`src/rtl/cerq_pkg.sv`:
```
`timescale 1ns / 1ps
`default_nettype none

package cerq_pkg;

   // Field widths
   localparam int KEY_W    = 32;
   localparam int TYPE_W   = 3;
   localparam int VALUE_W  = 32;
   localparam int COUNT_W  = 5;
   localparam int DROPS_W  = 16;
   localparam int CSR_W    = 5;
   localparam int CSR_IDX_W = 2;

   // One drain emits at most this many results
   localparam logic [COUNT_W-1:0] MAX_RESULTS = 5'd16;

   // Register reset values
   localparam logic [COUNT_W-1:0] CAPACITY_RESET = 5'd16;
   localparam logic               COALESCE_RESET = 1'b1;
   localparam logic               DROP_MODE_RESET = 1'b0;

   // Saturation point of the drop counter
   localparam logic [DROPS_W-1:0] DROPS_MAX = '1;

   // Register indexes
   typedef enum logic [CSR_IDX_W-1:0] {
      CSR_CAPACITY  = 2'd0,
      CSR_COALESCE  = 2'd1,
      CSR_DROP_MODE = 2'd2
   } csr_index_type;

   // Result status codes
   typedef enum logic [2:0] {
      ST_QUEUED    = 3'd0,
      ST_COALESCED = 3'd1,
      ST_DROPPED   = 3'd2,
      ST_FULL      = 3'd3,
      ST_INVALID   = 3'd4
   } status_type;

   // One queue entry as stored in the ring
   typedef struct packed {
      logic [KEY_W-1:0]   key;
      logic [TYPE_W-1:0]  tag;
      logic [VALUE_W-1:0] value;
   } entry_type;

   // Controller to datapath
   typedef struct packed {
      logic       load;        // latch the request, start a scan
      logic       rd;          // read ring at scan pointer, advance it
      logic       push;        // write request at tail
      logic       drop;        // discard head, count a drop
      logic       pop;         // discard head after a drain read
      logic       emit;        // present a result
      logic       emit_entry;  // result carries the read entry
      logic       emit_last;   // final result of the transaction
      status_type status;
   } cmd_type;

   // Datapath to controller
   typedef struct packed {
      logic is_drain;
      logic invalid;
      logic coal_en;
      logic scan_more;
      logic match;
      logic at_limit;
      logic drop_mode;
      logic empty;
      logic drain_more;
   } stat_type;

endpackage

`default_nettype wire

```
`src/rtl/cerq_dpath.sv`:
```
`timescale 1ns / 1ps
`default_nettype none

module cerq_dpath import cerq_pkg::*; #(
   parameter int QUEUE_DEPTH = 16
) (
   input  wire logic                       clock,
   input  wire logic                       reset,
   input  wire cmd_type                    cmd,
   output stat_type                        stat,
   input  wire logic                       req_kind,
   input  wire logic [KEY_W-1:0]           req_event_key,
   input  wire logic [TYPE_W-1:0]          req_value_type,
   input  wire logic signed [VALUE_W-1:0]  req_event_value,
   input  wire logic [COUNT_W-1:0]         req_drain_limit,
   input  wire logic                       csr_we,
   input  wire logic [CSR_IDX_W-1:0]       csr_index,
   input  wire logic [CSR_W-1:0]           csr_wdata,
   output logic                            rsp_strobe,
   output logic [2:0]                      rsp_status,
   output logic                            rsp_out_valid,
   output logic [KEY_W-1:0]                rsp_out_key,
   output logic [TYPE_W-1:0]               rsp_out_type,
   output logic signed [VALUE_W-1:0]       rsp_out_value,
   output logic                            rsp_last,
   output logic [COUNT_W-1:0]              rsp_queued_count,
   output logic [DROPS_W-1:0]              rsp_drops_total
);

   localparam int AW = (QUEUE_DEPTH > 1) ? $clog2(QUEUE_DEPTH) : 1;
   localparam logic [AW-1:0] LAST_IDX = AW'(QUEUE_DEPTH - 1);
   localparam logic [COUNT_W-1:0] DEPTH_CLAMP =
      (QUEUE_DEPTH > 31) ? 5'd31 : COUNT_W'(QUEUE_DEPTH);

   function automatic logic [AW-1:0] ring_next(input logic [AW-1:0] idx);
      return (idx == LAST_IDX) ? '0 : idx + 1'b1;
   endfunction

   // Configuration
   logic [COUNT_W-1:0] cap_ff;
   logic               coal_ff;
   logic               drop_mode_ff;

   // Ring control
   logic [AW-1:0]      head_ff, head_in;
   logic [AW-1:0]      tail_ff, tail_in;
   logic [COUNT_W-1:0] count_ff, count_in;
   logic [DROPS_W-1:0] drops_ff, drops_in;

   // Scan / drain sequencing
   logic [AW-1:0]      scan_ptr_ff;
   logic [COUNT_W-1:0] scan_cnt_ff;
   logic [COUNT_W-1:0] remain_ff;

   // Latched transaction
   logic               kind_ff;
   entry_type          item_ff;

   // Ring storage and its registered read port
   entry_type          ring_mem [QUEUE_DEPTH];
   entry_type          rd_data_ff;

   // Result registers
   logic               rsp_strobe_ff;
   status_type         rsp_status_ff;
   logic               rsp_valid_ff;
   entry_type          rsp_entry_ff;
   logic               rsp_last_ff;
   logic [COUNT_W-1:0] rsp_count_ff;
   logic [DROPS_W-1:0] rsp_drops_ff;

   logic [COUNT_W-1:0] limit;
   logic [COUNT_W-1:0] drain_n;
   logic               head_move;

   // Effective capacity: the register clamped to the ring depth
   assign limit = (int'(cap_ff) > QUEUE_DEPTH) ? DEPTH_CLAMP : cap_ff;

   // Entries a drain will emit
   always_comb begin
      drain_n = count_ff;
      if (req_drain_limit != '0 && req_drain_limit < drain_n) begin
         drain_n = req_drain_limit;
      end
      if (drain_n > MAX_RESULTS) begin
         drain_n = MAX_RESULTS;
      end
   end

   // Pointer, count and drop counter next values
   assign head_move = cmd.drop | cmd.pop;

   always_comb begin
      head_in  = head_move ? ring_next(head_ff) : head_ff;
      tail_in  = cmd.push ? ring_next(tail_ff) : tail_ff;
      count_in = count_ff;
      if (cmd.push && !head_move) begin
         count_in = count_ff + 1'b1;
      end else if (head_move && !cmd.push) begin
         count_in = count_ff - 1'b1;
      end
      drops_in = drops_ff;
      if (cmd.drop && drops_ff != DROPS_MAX) begin
         drops_in = drops_ff + 1'b1;
      end
   end

   // Status toward the controller
   always_comb begin
      stat.is_drain   = kind_ff;
      stat.invalid    = (item_ff.key == '0) || (limit == '0);
      stat.coal_en    = coal_ff;
      stat.scan_more  = scan_cnt_ff < count_ff;
      stat.match      = (rd_data_ff == item_ff);
      stat.at_limit   = count_ff >= limit;
      stat.drop_mode  = drop_mode_ff;
      stat.empty      = (count_ff == '0);
      stat.drain_more = remain_ff > 5'd1;
   end

   // Control registers
   always_ff @(posedge clock) begin
      if (reset) begin
         cap_ff        <= CAPACITY_RESET;
         coal_ff       <= COALESCE_RESET;
         drop_mode_ff  <= DROP_MODE_RESET;
         head_ff       <= '0;
         tail_ff       <= '0;
         count_ff      <= '0;
         drops_ff      <= '0;
         scan_ptr_ff   <= '0;
         scan_cnt_ff   <= '0;
         remain_ff     <= '0;
         kind_ff       <= 1'b0;
         rsp_strobe_ff <= 1'b0;
      end else begin
         if (csr_we) begin
            unique case (csr_index)
               CSR_CAPACITY:  cap_ff       <= csr_wdata;
               CSR_COALESCE:  coal_ff      <= csr_wdata[0];
               CSR_DROP_MODE: drop_mode_ff <= csr_wdata[0];
               default: ;
            endcase
         end
         head_ff       <= head_in;
         tail_ff       <= tail_in;
         count_ff      <= count_in;
         drops_ff      <= drops_in;
         rsp_strobe_ff <= cmd.emit;
         if (cmd.load) begin
            kind_ff     <= req_kind;
            scan_ptr_ff <= head_ff;
            scan_cnt_ff <= '0;
            remain_ff   <= drain_n;
         end else begin
            if (cmd.rd) begin
               scan_ptr_ff <= ring_next(scan_ptr_ff);
               scan_cnt_ff <= scan_cnt_ff + 1'b1;
            end
            if (cmd.pop) begin
               remain_ff <= remain_ff - 1'b1;
            end
         end
      end
   end

   // Latched request fields
   always_ff @(posedge clock) begin
      if (cmd.load) begin
         item_ff.key   <= req_event_key;
         item_ff.tag   <= req_value_type;
         item_ff.value <= req_event_value;
      end
   end

   // Ring memory: one write at tail, one registered read at scan pointer
   always_ff @(posedge clock) begin
      if (cmd.push) begin
         ring_mem[tail_ff] <= item_ff;
      end
      if (cmd.rd) begin
         rd_data_ff <= ring_mem[scan_ptr_ff];
      end
   end

   // Result payload
   always_ff @(posedge clock) begin
      if (cmd.emit) begin
         rsp_status_ff <= cmd.status;
         rsp_valid_ff  <= cmd.emit_entry;
         rsp_entry_ff  <= cmd.emit_entry ? rd_data_ff : '0;
         rsp_last_ff   <= cmd.emit_last;
         rsp_count_ff  <= count_in;
         rsp_drops_ff  <= drops_in;
      end
   end

   assign rsp_strobe       = rsp_strobe_ff;
   assign rsp_status       = rsp_status_ff;
   assign rsp_out_valid    = rsp_valid_ff;
   assign rsp_out_key      = rsp_entry_ff.key;
   assign rsp_out_type     = rsp_entry_ff.tag;
   assign rsp_out_value    = rsp_entry_ff.value;
   assign rsp_last         = rsp_last_ff;
   assign rsp_queued_count = rsp_count_ff;
   assign rsp_drops_total  = rsp_drops_ff;

endmodule

`default_nettype wire

```
`src/rtl/cerq_ctrl.sv`:
```
`timescale 1ns / 1ps
`default_nettype none

module cerq_ctrl import cerq_pkg::*; (
   input  wire logic     clock,
   input  wire logic     reset,
   input  wire logic     start,
   output logic          busy,
   input  wire stat_type stat,
   output cmd_type       cmd
);

   typedef enum logic [2:0] {
      S_IDLE,
      S_CHECK,
      S_SCAN,
      S_DECIDE,
      S_DRAIN
   } state_type;

   state_type state_ff, state_in;
   logic      busy_ff;

   // Next state and commands
   always_comb begin
      state_in       = state_ff;
      cmd            = '0;
      cmd.status     = ST_QUEUED;
      cmd.emit_last  = 1'b1;
      unique case (state_ff)
         S_IDLE: begin
            if (start && !busy_ff) begin
               cmd.load = 1'b1;
               state_in = S_CHECK;
            end
         end
         S_CHECK: begin
            if (stat.is_drain) begin
               if (stat.empty) begin
                  cmd.emit = 1'b1;
                  state_in = S_IDLE;
               end else begin
                  cmd.rd   = 1'b1;
                  state_in = S_DRAIN;
               end
            end else if (stat.invalid) begin
               cmd.emit   = 1'b1;
               cmd.status = ST_INVALID;
               state_in   = S_IDLE;
            end else if (stat.coal_en && stat.scan_more) begin
               cmd.rd   = 1'b1;
               state_in = S_SCAN;
            end else begin
               state_in = S_DECIDE;
            end
         end
         // one queued entry compared per cycle
         S_SCAN: begin
            if (stat.match) begin
               cmd.emit   = 1'b1;
               cmd.status = ST_COALESCED;
               state_in   = S_IDLE;
            end else if (stat.scan_more) begin
               cmd.rd = 1'b1;
            end else begin
               state_in = S_DECIDE;
            end
         end
         S_DECIDE: begin
            cmd.emit = 1'b1;
            state_in = S_IDLE;
            if (stat.at_limit) begin
               if (!stat.drop_mode || stat.empty) begin
                  cmd.status = ST_FULL;
               end else begin
                  cmd.drop   = 1'b1;
                  cmd.push   = 1'b1;
                  cmd.status = ST_DROPPED;
               end
            end else begin
               cmd.push = 1'b1;
            end
         end
         // one entry emitted per cycle, next read overlapped
         S_DRAIN: begin
            cmd.emit       = 1'b1;
            cmd.emit_entry = 1'b1;
            cmd.pop        = 1'b1;
            if (stat.drain_more) begin
               cmd.rd        = 1'b1;
               cmd.emit_last = 1'b0;
            end else begin
               state_in = S_IDLE;
            end
         end
         default: state_in = S_IDLE;
      endcase
   end

   // State and registered busy
   always_ff @(posedge clock) begin
      if (reset) begin
         state_ff <= S_IDLE;
         busy_ff  <= 1'b0;
      end else begin
         state_ff <= state_in;
         busy_ff  <= (state_in != S_IDLE);
      end
   end

   assign busy = busy_ff;

endmodule

`default_nettype wire

```
`src/rtl/coalescing_event_ring_queue.sv`:
```
`timescale 1ns / 1ps
`default_nettype none
// Coalescing event ring queue: a bounded FIFO of keyed events.
// Request channel: drive req_* and pulse start while busy is low; the transaction is
// taken on that edge. req_kind 0 enqueues one event, 1 drains up to req_drain_limit
// entries (0 drains everything queued, never more than 16 per drain).
// Result channel: each result shows on rsp_* for one cycle with rsp_strobe high;
// rsp_last marks the final result of the transaction. The receiver cannot stall.
// Configuration: csr_we with csr_index / csr_wdata, only while busy is low.
// Sequence: an enqueue that needs no scan passes the check state and answers from
// the decide state; one rejected as invalid answers from the check state. With
// coalescing on, a scan compares the queued entries in order from the head, answers
// on the first match and otherwise goes on to the decide state. A drain reads the
// head first and then gives one result per cycle; an empty drain answers from the
// check state. The ring's single registered read port sets the scan and drain rate.
// busy drops in the cycle the last result shows, so a new request may be taken then.
// Reset (synchronous) empties the queue, clears the drop counter and loads the
// registers with capacity 16, coalescing on, reject-new on full. No clearing pass.
module coalescing_event_ring_queue import cerq_pkg::*; #(
   parameter int QUEUE_DEPTH = 16
) (
   input  wire logic                       clock,
   input  wire logic                       reset,
   input  wire logic                       start,
   output logic                            busy,
   input  wire logic                       req_kind,
   input  wire logic [KEY_W-1:0]           req_event_key,
   input  wire logic [TYPE_W-1:0]          req_value_type,
   input  wire logic signed [VALUE_W-1:0]  req_event_value,
   input  wire logic [COUNT_W-1:0]         req_drain_limit,
   input  wire logic                       csr_we,
   input  wire logic [CSR_IDX_W-1:0]       csr_index,
   input  wire logic [CSR_W-1:0]           csr_wdata,
   output logic                            rsp_strobe,
   output logic [2:0]                      rsp_status,
   output logic                            rsp_out_valid,
   output logic [KEY_W-1:0]                rsp_out_key,
   output logic [TYPE_W-1:0]               rsp_out_type,
   output logic signed [VALUE_W-1:0]       rsp_out_value,
   output logic                            rsp_last,
   output logic [COUNT_W-1:0]              rsp_queued_count,
   output logic [DROPS_W-1:0]              rsp_drops_total
);

   cmd_type  cmd;
   stat_type stat;

   cerq_ctrl u_ctrl (
      .clock (clock),
      .reset (reset),
      .start (start),
      .busy  (busy),
      .stat  (stat),
      .cmd   (cmd)
   );

   cerq_dpath #(
      .QUEUE_DEPTH (QUEUE_DEPTH)
   ) u_dpath (
      .clock            (clock),
      .reset            (reset),
      .cmd              (cmd),
      .stat             (stat),
      .req_kind         (req_kind),
      .req_event_key    (req_event_key),
      .req_value_type   (req_value_type),
      .req_event_value  (req_event_value),
      .req_drain_limit  (req_drain_limit),
      .csr_we           (csr_we),
      .csr_index        (csr_index),
      .csr_wdata        (csr_wdata),
      .rsp_strobe       (rsp_strobe),
      .rsp_status       (rsp_status),
      .rsp_out_valid    (rsp_out_valid),
      .rsp_out_key      (rsp_out_key),
      .rsp_out_type     (rsp_out_type),
      .rsp_out_value    (rsp_out_value),
      .rsp_last         (rsp_last),
      .rsp_queued_count (rsp_queued_count),
      .rsp_drops_total  (rsp_drops_total)
   );

endmodule

`default_nettype wire

```
`config.mk`:
```
export PLATFORM = sky130hd
export DESIGN_NAME = coalescing_event_ring_queue
export DESIGN_NICKNAME = d
export VERILOG_FILES = /design/src/rtl/cerq_pkg.sv /design/src/rtl/cerq_dpath.sv /design/src/rtl/cerq_ctrl.sv /design/src/rtl/coalescing_event_ring_queue.sv
export SDC_FILE = /design/constraint.sdc
export NUM_CORES = 1
export LEC_CHECK = 0
export BUFFER_PORTS_ARGS = -buffer_cell sky130_fd_sc_hd__buf_2
export CAP_MARGIN = 20
export CORE_MARGIN = 5
export CORE_UTILIZATION = 45
export CTS_CLUSTER_SIZE = 12
export DETAILED_ROUTE_END_ITERATION = 8
export PLACE_DENSITY = 0.62
export SETUP_SLACK_MARGIN = 0.5
export SLEW_MARGIN = 20
export SYNTH_ARGS = -nofsm -noshare
export SYNTH_HDL_FRONTEND = slang
export SYNTH_SLANG_ARGS = --single-unit
```
`constraint.sdc`:
```
create_clock -name clock -period 12.2 [get_ports clock]
set_input_delay 1.22 -clock clock [delete_from_list [all_inputs] [get_ports clock]]
set_output_delay 1.22 -clock clock [all_outputs]
set_load 0.02 [all_outputs]
```
==> key figures <==
Layout
  – Commonest non-fill, non-tap cells in the layout: 1299 x edfxtp_1, 335 x mux4_2, 178 x buf_2
  – Fin area: 58500 um^2
  – Area Growth Syn to Fin: 13.5%
  – Fin nets: 2651
  – Layout cell share with drive strength beyond 1: 28.7%
  – Commonest non-fill, non-tap cell in the layout: edfxtp_1

Logic synthesis
  – Cell Area, Synth: 51500 um^2
  – Synth cell types: 62
  – FFs w/ async S/R, synth: 0%
  – Ys flop type: edfxtp_1
  – Warnings from Yosys: 0
  – Register area share after synthesis: 77.9%
  – Mean area per synthesized cell: 22.6 um^2
  – Synth Register Bits: 1355
  – Syn nets: 2387
  – Post-synth EDFFs: 1299
  – Post-Syn Instances: 2278

Route
  – Wire per inst: 30.8 um
  – DR iter-0 viols: 2536
  – Via density: 5.84
  – Pre-Repair DR Iteration Count: 5
  – Final wirelength: 128 mm
  – Routed Antenna Nets: 0
  – Routed via count: 24200
  – # DRC: 0

Power
  – Peak VDD IR: 0.000159 V
  – Pwr Total: 11.8 mW
  – Leak pwr: 18.2 nW
  – PwrDens: 202 nW/um^2

Floorplanning
  – Core Area: 114000 um^2
  – Die ar.: 121000 um^2
  – I/O pin total: 179
  – Height of the die: 348 um
  – Starting Density: 45.2%
  – Die W: 348 um
  – Rows: 124

CTS
  – CTS Buf Count: 142
  – # hold bufs at CTS: 0
  – H-tree Lvls: 4
  – Longest Clk Path Bufs: 3
  – Post-CTS Setup Inserts: 0
  – # clock sinks: 1355
  – CTS tree: yes
  – Post-cts resize count: 0
  – CTS root buffer: clkbuf_16
  – Worst-path clk slew: 0.06 ns
  – Clock Latency Late Sink: 0.75 ns

STA
  – Maximum clock frequency: 0.177 GHz
  – Final hold viol count: 0
  – Slew Limit Fails: 0
  – Final period util: 46.2%
  – Rel. slew slack: 29.9%
  – Final Critical Period: 5.64 ns
  – RSZ-0062 raised after global routing: false
  – Setup Viol. Count Final: 0
  – Fin Clk Skew: 0.0287 ns
  – Setup TNS: 0 ns
  – Worst slew pin tran: 1.04 ns

Critical path
  – WS Path Type: flop to flop
  – Setup crit end kind: flop
  – Critical path data arrival time: 6.00 ns
  – CP Launch Type: flop
  – Crit path required time: 12.56 ns
  – CP max FO: 43

Global routing
  – Largest net degree at the start of global routing: 101
  – Gr usage total: 20.9%
  – First-pass GRT wire length: 181 mm
  – Initial antenna violation count: 6
  – Vias in the first global route: 24900
  – GRT overflow: 0

Placed design
  – Routability cong.: 0.785
  – Number of port buffers: 178
  – Dpl cell area: 54300 um^2
  – HPWL Detailed: 68.3 mm

Hold path
  – Min-delay worst type: flop to flop

Flow run
  – MaxCap Viol Count: 0

Outcome
  – Status: completed
==> registers in the layout, summed over array words and instances, names as in the netlist, 3 cells and up <==
signal,count
u_dpath.ring_mem,1072
u_dpath.item_ff,67
u_dpath.rd_data_ff,67
u_dpath.rsp_out_key,32
u_dpath.rsp_out_value,32
u_dpath.drops_ff,16
u_dpath.rsp_drops_total,16
u_dpath.cap_ff,5
u_dpath.count_ff,5
u_dpath.remain_ff,5
u_dpath.rsp_queued_count,5
u_dpath.scan_cnt_ff,5
u_dpath.head_ff,4
u_dpath.scan_ptr_ff,4
u_dpath.tail_ff,4
u_ctrl.state_ff,3
u_dpath.rsp_out_type,3
u_dpath.rsp_status,3
==> path summary, 6_finish.rpt <==
path                             start                        end  slack, ns  cells past startpoint
setup reg to reg    u_dpath.item_ff[3]  u_dpath.rsp_out_value[21]       6.56                     10
hold / removal    u_dpath.drop_mode_ff       u_dpath.drop_mode_ff       0.52                      2
hold reg to reg   u_dpath.drop_mode_ff       u_dpath.drop_mode_ff       0.52                      2
setup / recovery    u_dpath.item_ff[3]  u_dpath.rsp_out_value[21]       6.56                     10
==> cells by family (layout without fill, tap and decap cells) <==
family	count (synthesis)	after routing	synth area share, %
flops	1355	1355	77.9
mux	347	347	14.9
simple gates	272	272	3.08
buf+inv	115	469	0.928
xor+xnor	97	97	1.65
compound gates	67	67	0.928
fa+ha+maj	25	25	0.607
other cells	0	2	0
==> metal layers <==
layer | vias to the layer above | wire length (um) | track usage, %
met3 | 158 | 10300 | 5.24
li1 | 10000 | - | -
met2 | 1034 | 63000 | 34.3
met1 | 13000 | 52000 | 28.8
met5 | - | 26 | 0
met4 | 4 | 2290 | 4.76
==> through the flow <==
stage / hold WS (ns) / util, % / setup WS [ns] / cells
finish: 0.525 / 51.3 / 6.56 / 4146
global route: 0.560 / 51.3 / 6.19 / 4144
CTS: 0.528 / 51.3 / 6.45 / 4144
detailed placement: 0.511 / 47.6 / 6.47 / 3910
global placement: 0.502 / 47.6 / 6.65 / 3910
floorplan: 0.467 / - / 3.34 / 2278
==> worst max-delay path, stage by stage, from the launching register on <==
cell	delay, ns
edfxtp_1	0.60
xor2_1	0.30
nor4_1	0.93
nand4_1	0.20
nor3_1	0.81
buf_4	0.26
a21o_1	0.12
a21oi_1	0.11
o21ai_4	0.67
buf_4	0.53
buf_4	0.62
==> synth_stat cells, drive strengths merged, types with 20 or more instances <==
cell    count  area, um^2
and2       91         569
buf        31         163
clkbuf     63         236
dfxtp      56        1120
edfxtp   1299       39000
ha         25         313
inv        20        75.1
mux4      335        7540
nand2      31         116
nor2       31         124
nor4       28         188
xnor2      29         254
xor2       68         596
==> layout make-up <==
cell class / instances / area [um^2]
Antenna cell: 2 / 5.00
Inverter: 21 / 81.3
Tap cell: 1512 / 1890
Timing Repair Buffer: 214 / 1170
Multi-Input combinational cell: 808 / 11000
Clock buffer: 187 / 3790
Sequential cell: 1355 / 40100
Fill cell: 8865 / 55600
Clock inverter: 47 / 389
==> power by group <==
part | internal [mW] | total (mW) | switching (mW)
registers | 5.61 | 6.02 | 0.411
clock network | 2.22 | 3.94 | 1.72
logic | 0.917 | 1.85 | 0.930
Note: power is estimated with default switching activity, not from simulation.
